--- src/rtl/bcts_pkg.sv ---
// ============================================================================
// bcts_pkg: shared types and constants for the coin-cell test sequencer
// Holds the phase encoding, the register layout, the request codes and the
// small helper functions used by both the top level and the step logic.
// ============================================================================
`default_nettype none

package bcts_pkg;

    // Timer width default; the phase time limits below must fit in it.
    localparam int TIMER_BITS_DEFAULT = 20;

    // Field widths fixed by the interface.
    localparam int MV_BITS     = 13;
    localparam int COUNT_BITS  = 8;
    localparam int MODE_BITS   = 2;
    localparam int COLOUR_BITS = 2;
    localparam int LEVEL_BITS  = 8;
    localparam int CFG_IDX_BITS = 3;
    localparam int CFG_DATA_BITS = 13;

    // Packed stream widths (data widths padded to whole bytes).
    localparam int S_TDATA_BITS = 16;
    localparam int S_TUSER_BITS = 1;
    localparam int M_TDATA_BITS = 16;

    // Request operation codes carried on s_tuser.
    localparam logic OP_TICK    = 1'b0;
    localparam logic OP_RESTART = 1'b1;

    // Configuration register indexes.
    localparam logic [CFG_IDX_BITS-1:0] REG_SEQUENCE_SELECT   = 3'd0;
    localparam logic [CFG_IDX_BITS-1:0] REG_OVERVOLT_LIMIT    = 3'd1;
    localparam logic [CFG_IDX_BITS-1:0] REG_UNDERVOLT_LIMIT   = 3'd2;
    localparam logic [CFG_IDX_BITS-1:0] REG_RECH_STOP         = 3'd3;
    localparam logic [CFG_IDX_BITS-1:0] REG_PRIM_STOP         = 3'd4;
    localparam logic [CFG_IDX_BITS-1:0] REG_ERROR_CONFIRM     = 3'd5;
    localparam logic [CFG_IDX_BITS-1:0] REG_DONE_CONFIRM      = 3'd6;

    // Sequence selection codes.
    localparam logic SEQ_RECHARGEABLE = 1'b0;
    localparam logic SEQ_PRIMARY      = 1'b1;

    // Register reset values.
    localparam logic                  RST_SEQUENCE_SELECT = SEQ_PRIMARY;
    localparam logic [MV_BITS-1:0]    RST_OVERVOLT_MV     = 13'd4300;
    localparam logic [MV_BITS-1:0]    RST_UNDERVOLT_MV    = 13'd3000;
    localparam logic [MV_BITS-1:0]    RST_RECH_STOP_MV    = 13'd3300;
    localparam logic [MV_BITS-1:0]    RST_PRIM_STOP_MV    = 13'd1500;
    localparam logic [COUNT_BITS-1:0] RST_ERROR_CONFIRM   = 8'd5;
    localparam logic [COUNT_BITS-1:0] RST_DONE_CONFIRM    = 8'd3;

    // Phase time limits in ticks (one tick per second).
    localparam int CHG_MAX_TICKS  = 2 * 60 * 60;
    localparam int DIS_MAX_TICKS  = 4 * 60 * 60;
    localparam int CHG1_MIN_TICKS = 0;
    localparam int DIS_MIN_TICKS  = 1 * 60 * 60;
    localparam int CHG2_MIN_TICKS = 20 * 60;
    localparam int PRIM_MIN_TICKS = 1 * 60 * 60;

    // Bar level: 1 + floor((mV - 3300) * 6 / 900) = 1 + floor(lvl / 150).
    // lvl / 150 is taken as (lvl * 6991) >> 20, exact for every 13-bit lvl.
    localparam int BAR_BASE_MV  = 3300;
    localparam int BAR_RECIP    = 6991;
    localparam int BAR_SHIFT    = 20;
    localparam int BAR_PROD_BITS = MV_BITS + 13;
    localparam logic [LEVEL_BITS-1:0] BAR_FULL = 8'd255;
    localparam logic [LEVEL_BITS-1:0] BAR_ONE  = 8'd1;

    // Drive modes.
    localparam logic [MODE_BITS-1:0] MODE_FREE   = 2'd0;
    localparam logic [MODE_BITS-1:0] MODE_CHARGE = 2'd1;
    localparam logic [MODE_BITS-1:0] MODE_LOAD   = 2'd2;

    // LED colours.
    localparam logic [COLOUR_BITS-1:0] COLOUR_GREEN  = 2'd0;
    localparam logic [COLOUR_BITS-1:0] COLOUR_YELLOW = 2'd1;
    localparam logic [COLOUR_BITS-1:0] COLOUR_RED    = 2'd2;

    // Test phase, one-hot.
    typedef enum logic [5:0] {
        PH_CHG1 = 6'b000001,
        PH_DIS1 = 6'b000010,
        PH_CHG2 = 6'b000100,
        PH_PRIM = 6'b001000,
        PH_DONE = 6'b010000,
        PH_ERR  = 6'b100000
    } phase_t;

    // Configuration register file.
    typedef struct packed {
        logic                  sequence_select;
        logic [MV_BITS-1:0]    overvolt_limit_mv;
        logic [MV_BITS-1:0]    undervolt_limit_mv;
        logic [MV_BITS-1:0]    rech_discharge_stop_mv;
        logic [MV_BITS-1:0]    prim_discharge_stop_mv;
        logic [COUNT_BITS-1:0] error_confirm_count;
        logic [COUNT_BITS-1:0] done_confirm_count;
    } cfg_t;

    // Sequencer state apart from the phase timer.
    typedef struct packed {
        phase_t                phase;
        logic [COUNT_BITS-1:0] error_streak;
        logic [COUNT_BITS-1:0] done_streak;
        logic [LEVEL_BITS-1:0] bar_level;
    } seq_state_t;

    // One result item.
    typedef struct packed {
        logic                   failed;
        logic                   finished;
        logic [LEVEL_BITS-1:0]  led_bar;
        logic [COLOUR_BITS-1:0] led_colour;
        logic [MODE_BITS-1:0]   drive_mode;
    } result_t;

    // First phase of a sequence.
    function automatic phase_t first_phase(input logic seq_sel);
        return (seq_sel == SEQ_PRIMARY) ? PH_PRIM : PH_CHG1;
    endfunction

    // Saturating streak increment.
    function automatic logic [COUNT_BITS-1:0] sat_inc(input logic [COUNT_BITS-1:0] v);
        return (v == '1) ? v : v + 1'b1;
    endfunction

    // Bar level from a voltage sample.
    function automatic logic [LEVEL_BITS-1:0] bar_from_mv(input logic [MV_BITS-1:0] mv);
        logic [MV_BITS-1:0]       lvl;
        logic [BAR_PROD_BITS-1:0] prod;
        lvl  = (mv > MV_BITS'(BAR_BASE_MV)) ? mv - MV_BITS'(BAR_BASE_MV) : '0;
        prod = BAR_PROD_BITS'(lvl) * BAR_PROD_BITS'(BAR_RECIP);
        return LEVEL_BITS'(prod[BAR_PROD_BITS-1:BAR_SHIFT]) + BAR_ONE;
    endfunction

    // Drive mode of a phase.
    function automatic logic [MODE_BITS-1:0] mode_of(input phase_t ph);
        logic [MODE_BITS-1:0] m;
        case (ph)
            PH_CHG1, PH_CHG2: m = MODE_CHARGE;
            PH_DIS1, PH_PRIM: m = MODE_LOAD;
            default:          m = MODE_FREE;
        endcase
        return m;
    endfunction

endpackage

`default_nettype wire

--- src/rtl/bcts_step.sv ---
// ============================================================================
// bcts_step: next-state and result logic for one request
// Classifies the sample for the current phase, updates the streaks, the
// phase timer and the bar level, and forms the result item.
// ============================================================================
`default_nettype none

module bcts_step
    import bcts_pkg::*;
#(
    parameter int TIMER_BITS = TIMER_BITS_DEFAULT
) (
    input  wire cfg_t                    cfg,
    input  wire seq_state_t              state,
    input  wire logic [TIMER_BITS-1:0]   ticks,
    input  wire logic                    operation,
    input  wire logic [MV_BITS-1:0]      battery_mv,
    input  wire logic                    charger_done,
    output seq_state_t                   state_next,
    output logic [TIMER_BITS-1:0]        ticks_next,
    output result_t                      result
);

    localparam logic [TIMER_BITS-1:0] CHG_MAX  = TIMER_BITS'(CHG_MAX_TICKS);
    localparam logic [TIMER_BITS-1:0] DIS_MAX  = TIMER_BITS'(DIS_MAX_TICKS);
    localparam logic [TIMER_BITS-1:0] CHG1_MIN = TIMER_BITS'(CHG1_MIN_TICKS);
    localparam logic [TIMER_BITS-1:0] DIS_MIN  = TIMER_BITS'(DIS_MIN_TICKS);
    localparam logic [TIMER_BITS-1:0] CHG2_MIN = TIMER_BITS'(CHG2_MIN_TICKS);
    localparam logic [TIMER_BITS-1:0] PRIM_MIN = TIMER_BITS'(PRIM_MIN_TICKS);

    // Per-phase attributes.
    logic                    active;
    logic                    charging;
    logic                    has_max;
    logic [TIMER_BITS-1:0]   max_ticks;
    logic [TIMER_BITS-1:0]   min_ticks;
    phase_t                  next_phase;
    logic [MV_BITS-1:0]      stop_mv;
    logic [COLOUR_BITS-1:0]  colour;
    logic                    terminal;
    logic                    in_error;

    always_comb begin
        active     = 1'b1;
        charging   = 1'b0;
        has_max    = 1'b1;
        max_ticks  = CHG_MAX;
        min_ticks  = CHG1_MIN;
        next_phase = PH_DONE;
        stop_mv    = cfg.prim_discharge_stop_mv;
        colour     = COLOUR_GREEN;
        terminal   = 1'b0;
        in_error   = 1'b0;
        case (state.phase)
            PH_CHG1: begin
                charging   = 1'b1;
                next_phase = PH_DIS1;
            end
            PH_DIS1: begin
                max_ticks  = DIS_MAX;
                min_ticks  = DIS_MIN;
                next_phase = PH_CHG2;
                stop_mv    = cfg.rech_discharge_stop_mv;
                colour     = COLOUR_YELLOW;
            end
            PH_CHG2: begin
                charging   = 1'b1;
                min_ticks  = CHG2_MIN;
            end
            PH_PRIM: begin
                has_max    = 1'b0;
                min_ticks  = PRIM_MIN;
                colour     = COLOUR_YELLOW;
            end
            PH_DONE: begin
                active     = 1'b0;
                terminal   = 1'b1;
            end
            default: begin
                // Error phase, and any code that should never appear.
                active     = 1'b0;
                terminal   = 1'b1;
                in_error   = 1'b1;
                colour     = COLOUR_RED;
            end
        endcase
    end

    // Sample classification and the phase decision.
    logic                  smp_err;
    logic                  smp_done;
    logic [COUNT_BITS-1:0] err_inc;
    logic [COUNT_BITS-1:0] done_inc;
    logic                  go_err;
    logic                  go_adv;

    always_comb begin
        err_inc  = sat_inc(state.error_streak);
        done_inc = sat_inc(state.done_streak);
        if (charging) begin
            smp_done = charger_done;
            smp_err  = !charger_done && ((battery_mv > cfg.overvolt_limit_mv) ||
                                         (battery_mv < cfg.undervolt_limit_mv));
        end else begin
            smp_err  = charger_done || (battery_mv > cfg.overvolt_limit_mv);
            smp_done = !smp_err && (battery_mv < stop_mv);
        end

        go_err = has_max && (ticks > max_ticks);
        go_adv = 1'b0;
        if (smp_err) begin
            if (err_inc >= cfg.error_confirm_count) begin
                go_err = 1'b1;
            end
        end else if (smp_done) begin
            if (done_inc >= cfg.done_confirm_count) begin
                if (ticks < min_ticks) begin
                    go_err = 1'b1;
                end else begin
                    go_adv = 1'b1;
                end
            end
        end
    end

    // State update.
    always_comb begin
        state_next = state;
        ticks_next = ticks;
        if (operation == OP_RESTART) begin
            state_next.phase        = first_phase(cfg.sequence_select);
            state_next.error_streak = '0;
            state_next.done_streak  = '0;
            ticks_next              = '0;
        end else if (!active) begin
            state_next.bar_level = BAR_FULL;
        end else begin
            state_next.bar_level = (state.phase == PH_CHG1) ? BAR_ONE
                                                            : bar_from_mv(battery_mv);
            if (smp_err) begin
                state_next.error_streak = err_inc;
            end else if (smp_done) begin
                state_next.done_streak = done_inc;
            end else begin
                state_next.error_streak = '0;
                state_next.done_streak  = '0;
            end
            if (go_err || go_adv) begin
                ticks_next       = '0;
                state_next.phase = go_err ? PH_ERR : next_phase;
            end else if (ticks != '1) begin
                ticks_next = ticks + 1'b1;
            end
        end
    end

    // Result item.
    always_comb begin
        result.drive_mode = mode_of(state_next.phase);
        result.led_colour = colour;
        result.led_bar    = state_next.bar_level;
        result.finished   = terminal;
        result.failed     = in_error;
    end

endmodule

`default_nettype wire

--- src/rtl/battery_cycle_test_sequencer.sv ---
// ============================================================================
// battery_cycle_test_sequencer: coin-cell charge/discharge test sequencer
// Steps a cell through the rechargeable or primary test sequence, one sample
// request per tick, and reports drive mode, LED state and done/error flags.
// ============================================================================
// Pipeline: a request accepted on the slave port is loaded into the input
// register; the result register takes its result when the input stage
// moves on, which a result held by m_tready low can delay.
// Throughput: one request per cycle while results are taken (m_tready high); the
// state update is a single pass of logic between the input and result registers.
// Reset: synchronous, active low; the control, configuration and state registers take
// their reset values and the phase starts at the first phase of the primary sequence.
`default_nettype none

module battery_cycle_test_sequencer
    import bcts_pkg::*;
#(
    parameter int TIMER_BITS = TIMER_BITS_DEFAULT
) (
    input  wire logic                      aclk,
    input  wire logic                      aresetn,
    // Configuration write port.
    input  wire logic                      cfg_we,
    input  wire logic [CFG_IDX_BITS-1:0]   cfg_index,
    input  wire logic [CFG_DATA_BITS-1:0]  cfg_wdata,
    // Sample requests.
    input  wire logic                      s_tvalid,
    output logic                           s_tready,
    input  wire logic [S_TDATA_BITS-1:0]   s_tdata,  // battery_mv[12:0], charger_done[13]
    input  wire logic [S_TUSER_BITS-1:0]   s_tuser,  // operation[0]
    // Results.
    output logic                           m_tvalid,
    input  wire logic                      m_tready,
    output logic [M_TDATA_BITS-1:0]        m_tdata   // drive_mode[1:0], led_colour[3:2],
                                                     // led_bar[11:4], finished[12],
                                                     // failed[13]
);

    // Configuration registers.
    cfg_t cfg_reg;

    always_ff @(posedge aclk) begin
        if (!aresetn) begin
            cfg_reg.sequence_select        <= RST_SEQUENCE_SELECT;
            cfg_reg.overvolt_limit_mv      <= RST_OVERVOLT_MV;
            cfg_reg.undervolt_limit_mv     <= RST_UNDERVOLT_MV;
            cfg_reg.rech_discharge_stop_mv <= RST_RECH_STOP_MV;
            cfg_reg.prim_discharge_stop_mv <= RST_PRIM_STOP_MV;
            cfg_reg.error_confirm_count    <= RST_ERROR_CONFIRM;
            cfg_reg.done_confirm_count     <= RST_DONE_CONFIRM;
        end else if (cfg_we) begin
            case (cfg_index)
                REG_SEQUENCE_SELECT: cfg_reg.sequence_select        <= cfg_wdata[0];
                REG_OVERVOLT_LIMIT:  cfg_reg.overvolt_limit_mv      <= cfg_wdata;
                REG_UNDERVOLT_LIMIT: cfg_reg.undervolt_limit_mv     <= cfg_wdata;
                REG_RECH_STOP:       cfg_reg.rech_discharge_stop_mv <= cfg_wdata;
                REG_PRIM_STOP:       cfg_reg.prim_discharge_stop_mv <= cfg_wdata;
                REG_ERROR_CONFIRM:   cfg_reg.error_confirm_count    <= cfg_wdata[COUNT_BITS-1:0];
                REG_DONE_CONFIRM:    cfg_reg.done_confirm_count     <= cfg_wdata[COUNT_BITS-1:0];
                default: begin
                end
            endcase
        end
    end

    // Pipeline control: the input stage moves on when the result register
    // is free or is being emptied in the same cycle.
    logic in_valid_reg;
    logic out_valid_reg;
    logic advance;

    assign advance  = in_valid_reg && (!out_valid_reg || m_tready);
    assign s_tready = !in_valid_reg || advance;
    assign m_tvalid = out_valid_reg;

    // Input register.
    logic               op_reg;
    logic [MV_BITS-1:0] mv_reg;
    logic               chg_done_reg;

    always_ff @(posedge aclk) begin
        if (!aresetn) begin
            in_valid_reg <= 1'b0;
        end else if (s_tready) begin
            in_valid_reg <= s_tvalid;
        end
    end

    always_ff @(posedge aclk) begin
        if (s_tvalid && s_tready) begin
            op_reg       <= s_tuser[0];
            mv_reg       <= s_tdata[MV_BITS-1:0];
            chg_done_reg <= s_tdata[MV_BITS];
        end
    end

    // Sequencer state.
    seq_state_t            state_reg;
    seq_state_t            state_next;
    logic [TIMER_BITS-1:0] ticks_reg;
    logic [TIMER_BITS-1:0] ticks_next;
    result_t               result_next;

    bcts_step #(
        .TIMER_BITS (TIMER_BITS)
    ) u_step (
        .cfg          (cfg_reg),
        .state        (state_reg),
        .ticks        (ticks_reg),
        .operation    (op_reg),
        .battery_mv   (mv_reg),
        .charger_done (chg_done_reg),
        .state_next   (state_next),
        .ticks_next   (ticks_next),
        .result       (result_next)
    );

    always_ff @(posedge aclk) begin
        if (!aresetn) begin
            state_reg.phase        <= first_phase(RST_SEQUENCE_SELECT);
            state_reg.error_streak <= '0;
            state_reg.done_streak  <= '0;
            state_reg.bar_level    <= '0;
            ticks_reg              <= '0;
        end else if (advance) begin
            state_reg <= state_next;
            ticks_reg <= ticks_next;
        end
    end

    // Result register.
    result_t result_reg;

    always_ff @(posedge aclk) begin
        if (!aresetn) begin
            out_valid_reg <= 1'b0;
        end else if (advance) begin
            out_valid_reg <= 1'b1;
        end else if (m_tready) begin
            out_valid_reg <= 1'b0;
        end
    end

    always_ff @(posedge aclk) begin
        if (advance) begin
            result_reg <= result_next;
        end
    end

    assign m_tdata = {2'b00, result_reg};

endmodule

`default_nettype wire
--- config.mk ---
export PLATFORM = sky130hd
export DESIGN_NAME = battery_cycle_test_sequencer
export DESIGN_NICKNAME = d
export VERILOG_FILES = /design/src/rtl/bcts_pkg.sv /design/src/rtl/bcts_step.sv /design/src/rtl/battery_cycle_test_sequencer.sv
export SDC_FILE = /design/constraint.sdc
export NUM_CORES = 1
export LEC_CHECK = 0
export ABC_AREA = 1
export BUFFER_PORTS_ARGS = -buffer_cell sky130_fd_sc_hd__buf_2
export CAP_MARGIN = 20
export CORE_ASPECT_RATIO = 1.25
export CORE_MARGIN = 2
export CORE_UTILIZATION = 56
export DETAILED_ROUTE_END_ITERATION = 12
export PLACE_DENSITY_LB_ADDON = 0.1
export SLEW_MARGIN = 20
export SYNTH_ARGS = -nofsm -noshare
export SYNTH_HDL_FRONTEND = slang
export SYNTH_SLANG_ARGS = --single-unit
--- constraint.sdc ---
create_clock -name aclk -period 11.97 [get_ports aclk]
set_clock_uncertainty 0.15 [all_clocks]
set_input_delay 3.591 -clock aclk [delete_from_list [all_inputs] [get_ports aclk]]
set_output_delay 3.591 -clock aclk [all_outputs]
set_load 0.005 [all_outputs]
* After elaboration in Yosys (flattened, before gate mapping)
Cells that the tools add are included.
** Storage, ports and cells
- Register bits after elaboration :: 150
- Output and inout port bits :: 18
- Word-level logic and storage cells :: 134
- Input bits :: 38
** Cells by class
- Reductions and logical operators :: 35
- Magnitude comparators :: 8
- Add/sub/neg operators :: 5
- Mux-type cells :: 43
- Multiply operators :: 1
- Equality and inequality tests :: 20
** Operators with widths (number)
- $mux 20 :: 4
- $mux 8 :: 9
- $mux 22 :: 2
- $lt 13x13->1 :: 2
- $mul 13x13->26 const B :: 1
- $mux 13 :: 2
- $pmux 12 s2 :: 1
- $add 20x1->20 const B :: 1
- $gt 20x14->1 :: 1
- $lt 20x12->1 :: 1
- $ne 20x20->1 const B :: 1
- $mux 1 :: 18
- $add 8x1->8 const B :: 2
- $eq 8x8->1 const B :: 2
- $ge 8x8->1 :: 2
- $mux 14 :: 1
- $reduce_and 2->1 :: 7
- $gt 13x12->1 const B :: 1
- $gt 13x13->1 :: 1
- $sub 13x12->13 const B :: 1
- $eq 6x1->1 const B :: 2
- $eq 6x2->1 const B :: 2
- $eq 6x3->1 const B :: 2
- $eq 6x4->1 const B :: 2
- 22 further kinds :: 44

* Longest topological paths before layout
- Depth in word-level cells :: 15
- Gate-level depth with buffers :: 39
- Mapped depth without buffers :: 39

* Modules after synthesis
From an unflattened synthesis, not the netlist that was laid out.
** Unflattened totals
- Cells, all modules :: 1831
- Area, all modules :: 13280.2 µm²
** By module, submodules not included
- bcts_step :: times used 1, cells each 1143, seq. area each 0.0 µm², area each 7622.3 µm²
- battery_cycle_test_sequencer :: times used 1, cells each 688, seq. area each 3293.2 µm², area each 5657.9 µm²

* Least setup slack after synthesis
Ideal clock, no wire load.
- Kind :: input to output
- Start :: input port m_tready
- End :: output port s_tready
- Data required time :: 8.229 ns
- Path slack :: 4.489 ns
- Buffers on the path :: 0
- Arrival :: 3.740 ns
- Cell stages on the path :: 2
- Cell sequence :: inv_1 -> nand3_1
** Between the ends
- Word-level cells in the longest chain between the ends :: 3
** RTL lines
- from (decl) :: RTL line battery_cycle_test_sequencer.sv:33 : input wire logic m_tready,
- $logic_or 1x1->1 :: RTL line battery_cycle_test_sequencer.sv:72 : assign advance = in_valid_reg && (!out_valid_reg || m_tready);
- $logic_and 1x1->1 :: RTL line battery_cycle_test_sequencer.sv:72
- $logic_or 1x1->1 :: RTL line battery_cycle_test_sequencer.sv:73 : assign s_tready = !in_valid_reg || advance;
- to (decl) :: RTL line battery_cycle_test_sequencer.sv:28 : output logic s_tready,
Every way passes these cells.

* Final worst setup path
Ends and elaborated chain as after synthesis.

==> impl_results.md <==
- Run status: complete, no violations
- Sequential share of the synthesized area: 27.2%
- GRT Total Usage: 25.8%
- Number of enable flip-flop cells after synthesis: 29
- Final Cycle Share: 64.6%
- Worst vdd ir: 0.146 mV
- CP Data Arrival Time: 3990 ps
- Clock Latency Late Sink: 430 ps
- Non-Filler Instances: between 1500 and 2000
- Vias in the first global route: 9769
- Initial antenna violation count: 0
- CTS Hold Bufs: 0
- Synth unique cells: a little over 50
- Asr flop ratio synth: 0%
- First-pass GRT wire length: 47.3 mm
- TNS Setup: 0 ps
- Reg-to-reg slack, setup: about 4400 ps
- Crit-path cells: buf_2, inv_1, nand3_1, buf_2
- CTS root buffer: clkbuf_16
- Max-capacitance violation count: 0
- Most used cell, CP: buf_2
- RSZ-0062 raised after global routing: no
- Primary FF master, synth: dfxtp_1
- Syn. warnings: 0
- Slew HR: between 30% and 40%
- Mapped Cells: 1571
- Number of fill cells in the layout: 1984
- Fin nets: around 1900
- Largest net degree at the start of global routing: 94
- Num rows: 60
- Final hold vios: 0
- WL final: 28.3 mm
- GP Congestion: 0.885
- Critical path class: in2out
- H-tree depth: 4
- Top delay family on crit path: buffers and inverters
- Antenna viol nets, final: 0
- Number of remaining DRC errors: 0
- Crit path buf inv count: 3
- I/O Pins: 56
- Total Power: about 2.4 mW
- Core Region: 0.0214 mm^2
- F_max: 0.129 GHz
- DR WL/cell: 14.9 um
- Die area: 0.0228 mm^2
- RR Endpoint: m_tdata[10]$_DFFE_PP_
- Worst-case reg-to-reg path depth: 34
- Crit path capture: s_tready
- Setup bufs post-CTS: 0
- Hold WC Path Type: reg2reg
- N_diodes: 0
- Post-CTS Resized: 0
- Yosys reg bits: 150
- Initial core utilization: 56.6%
- Area added between synthesis and finish: 8.88%
- CTS clk-pin slew, worst paths: roughly 70 ps
- Ranking of synthesized cells by area: dfxtp_1 20%, ha_1 16%, fa_1 10%
- Pre-antenna DRT Iters: 5
- Number of flip-flops in the largest register: 69
- Vias per cell: between 5 and 6
- Slowest-stage cell, CP: buf_2
- Cell count along the critical path: 4
- Die W: 136 um
- Grt ovf: 0
- Hpwl dp: 21.7 mm
- Max-slew violation count: 0
- Area leader, netlist: dfxtp_1
- Critical path origin: m_tready
- Clock Sink Count: 150
- CP max FO: 3
- Pwr/cell area: 180 mW/mm^2
- Setup-failing EPs final: 0
- Crit path capture type: primary output
- Die Ht: 168 um
- Post-layout util: between 60% and 70%
- Mapped Avg Cell Area: around 7.7 um^2
- Layout cells sized above 1: roughly 8.0%
- Post-synthesis cell area: roughly 0.012 mm^2
- Req. time, crit path: 8230 ps
- Input/output buffers: 51
- Leak: 6.54 nW
- Post-synth top area share: 20.0%
- Most common cell after layout, fill and taps aside: inv_1
- CTS tree: done
- Min cycle time layout: 7730 ps
- Max Root-Sink Buffers: 2
- DR iter-0 viols: 594
- Reg2reg start: mv_reg[2]$_DFFE_PP_
- Highest-count cells in the layout ignoring fill and taps: 281 x inv_1, 246 x nand2_1, 156 x ha_1, 144 x a21oi_1, 125 x nor2_1
- Worst Tran Pin Value: 1040 ps
- Dpl cells: 1869
- Cts bufs inserted: 17
- Delay of the slowest critical-path stage: 150 ps
- Crit path launch type: input pin
- Hold Crit Depth: 2
- Vias: between 10000 and 15000
[power breakdown]
| part | internal [mW] | switching (mW) |
|---|---|---|
| clock | 0.317 | 0.246 |
| combinational | 0.450 | 0.783 |
| sequential | 0.551 | 0.0227 |
[logic make-up (layout without fill, tap and decap cells)]
group / after synthesis / in the layout / synth area share [%]
AO/OA/AOI/OAI: 308 / 308 / 14.0
XOR/XNOR: 34 / 34 / 2.46
adder cells (fa/ha/maj): 217 / 217 / 26.2
buffers and inverters: 325 / 375 / 10.4
flip-flops: 150 / 150 / 27.2
multiplexers: 7 / 7 / 0.589
other: 1 / 2 / 0.0310
AND/OR/NAND/NOR: 529 / 529 / 19.2
[layout make-up]
| type | count | area, um^2 | area share [%] |
|---|---|---|---|
| Multi-Input combinational cell | 1097 | 7570 | 57.4 |
| Clock inverter | 15 | 181 | 1.38 |
| Inverter | 288 | 1090 | 8.27 |
| Sequential cell | 150 | 3290 | 25.0 |
| Clock buffer | 17 | 425 | 3.22 |
| Timing Repair Buffer | 55 | 285 | 2.16 |
| Tap cell | 279 | 349 | 2.65 |
[synthesized netlist by cell type (5+ instances only)]
library cell	number
inv_1	281
fa_1	61
a211oi_1	9
nand3_1	72
xor2_1	23
mux2i_1	6
nor4_1	5
nand2_1	246
ha_1	156
nor3_1	21
nor2_1	125
xnor2_1	11
dfxtp_1	121
nand2_2	7
edfxtp_1	29
or2_2	8
a21oi_1	144
clkbuf_1	31
o21a_1	8
o21ai_0	102
o21ai_1	8
nand4_1	21
o211ai_1	14
nor2_2	8
[metal layers]
layer / vias to the layer above / global-route usage (%) / wire length, um
li1: 5233 / - / -
met5: - / 0 / 0
met3: 36 / 2.96 / 805
met2: 188 / 45.1 / 14000
met4: 0 / 7.47 / 546
met1: 4743 / 33.5 / 12900
[how the worst min path moves through the flow]
stage | startpoint | to | slack (ps)
6_report | cfg_reg[37]$_SDFFE_PN0P_ | cfg_reg[37]$_SDFFE_PN0P_ | 300
5_1_grt | cfg_reg[33]$_SDFFE_PN0P_ | cfg_reg[33]$_SDFFE_PN0P_ | 320
4_1_cts | cfg_reg[32]$_SDFFE_PN0P_ | cfg_reg[32]$_SDFFE_PN0P_ | 300
3_5_place_dp | cfg_reg[32]$_SDFFE_PN0P_ | cfg_reg[32]$_SDFFE_PN0P_ | 290
3_3_place_gp | cfg_reg[36]$_SDFFE_PN1P_ | cfg_reg[36]$_SDFFE_PN1P_ | 290
2_1_floorplan | cfg_reg[31]$_SDFFE_PN1P_ | cfg_reg[31]$_SDFFE_PN1P_ | 280
[worst reg2reg max path: cells and delay by family, from the launching register on]
family                     cells  cell delay, ps
adders and majority gates      7            2920
buffers and inverters          8             820
DFF                            1             570
and+or+nand+nor               19            2910
[metrics by stage]
stage          hold slack, ps  worst slack (ps)  cell area (um^2)
4_1_cts                   304              4230             13200
5_1_grt                   320              3750             13200
3_3_place_gp              292              4240             12600
6_report                  304              4240             13200
3_5_place_dp              295              4230             12600
2_1_floorplan             278              4490             12100
Note: power is estimated with default switching activity, not from simulation.
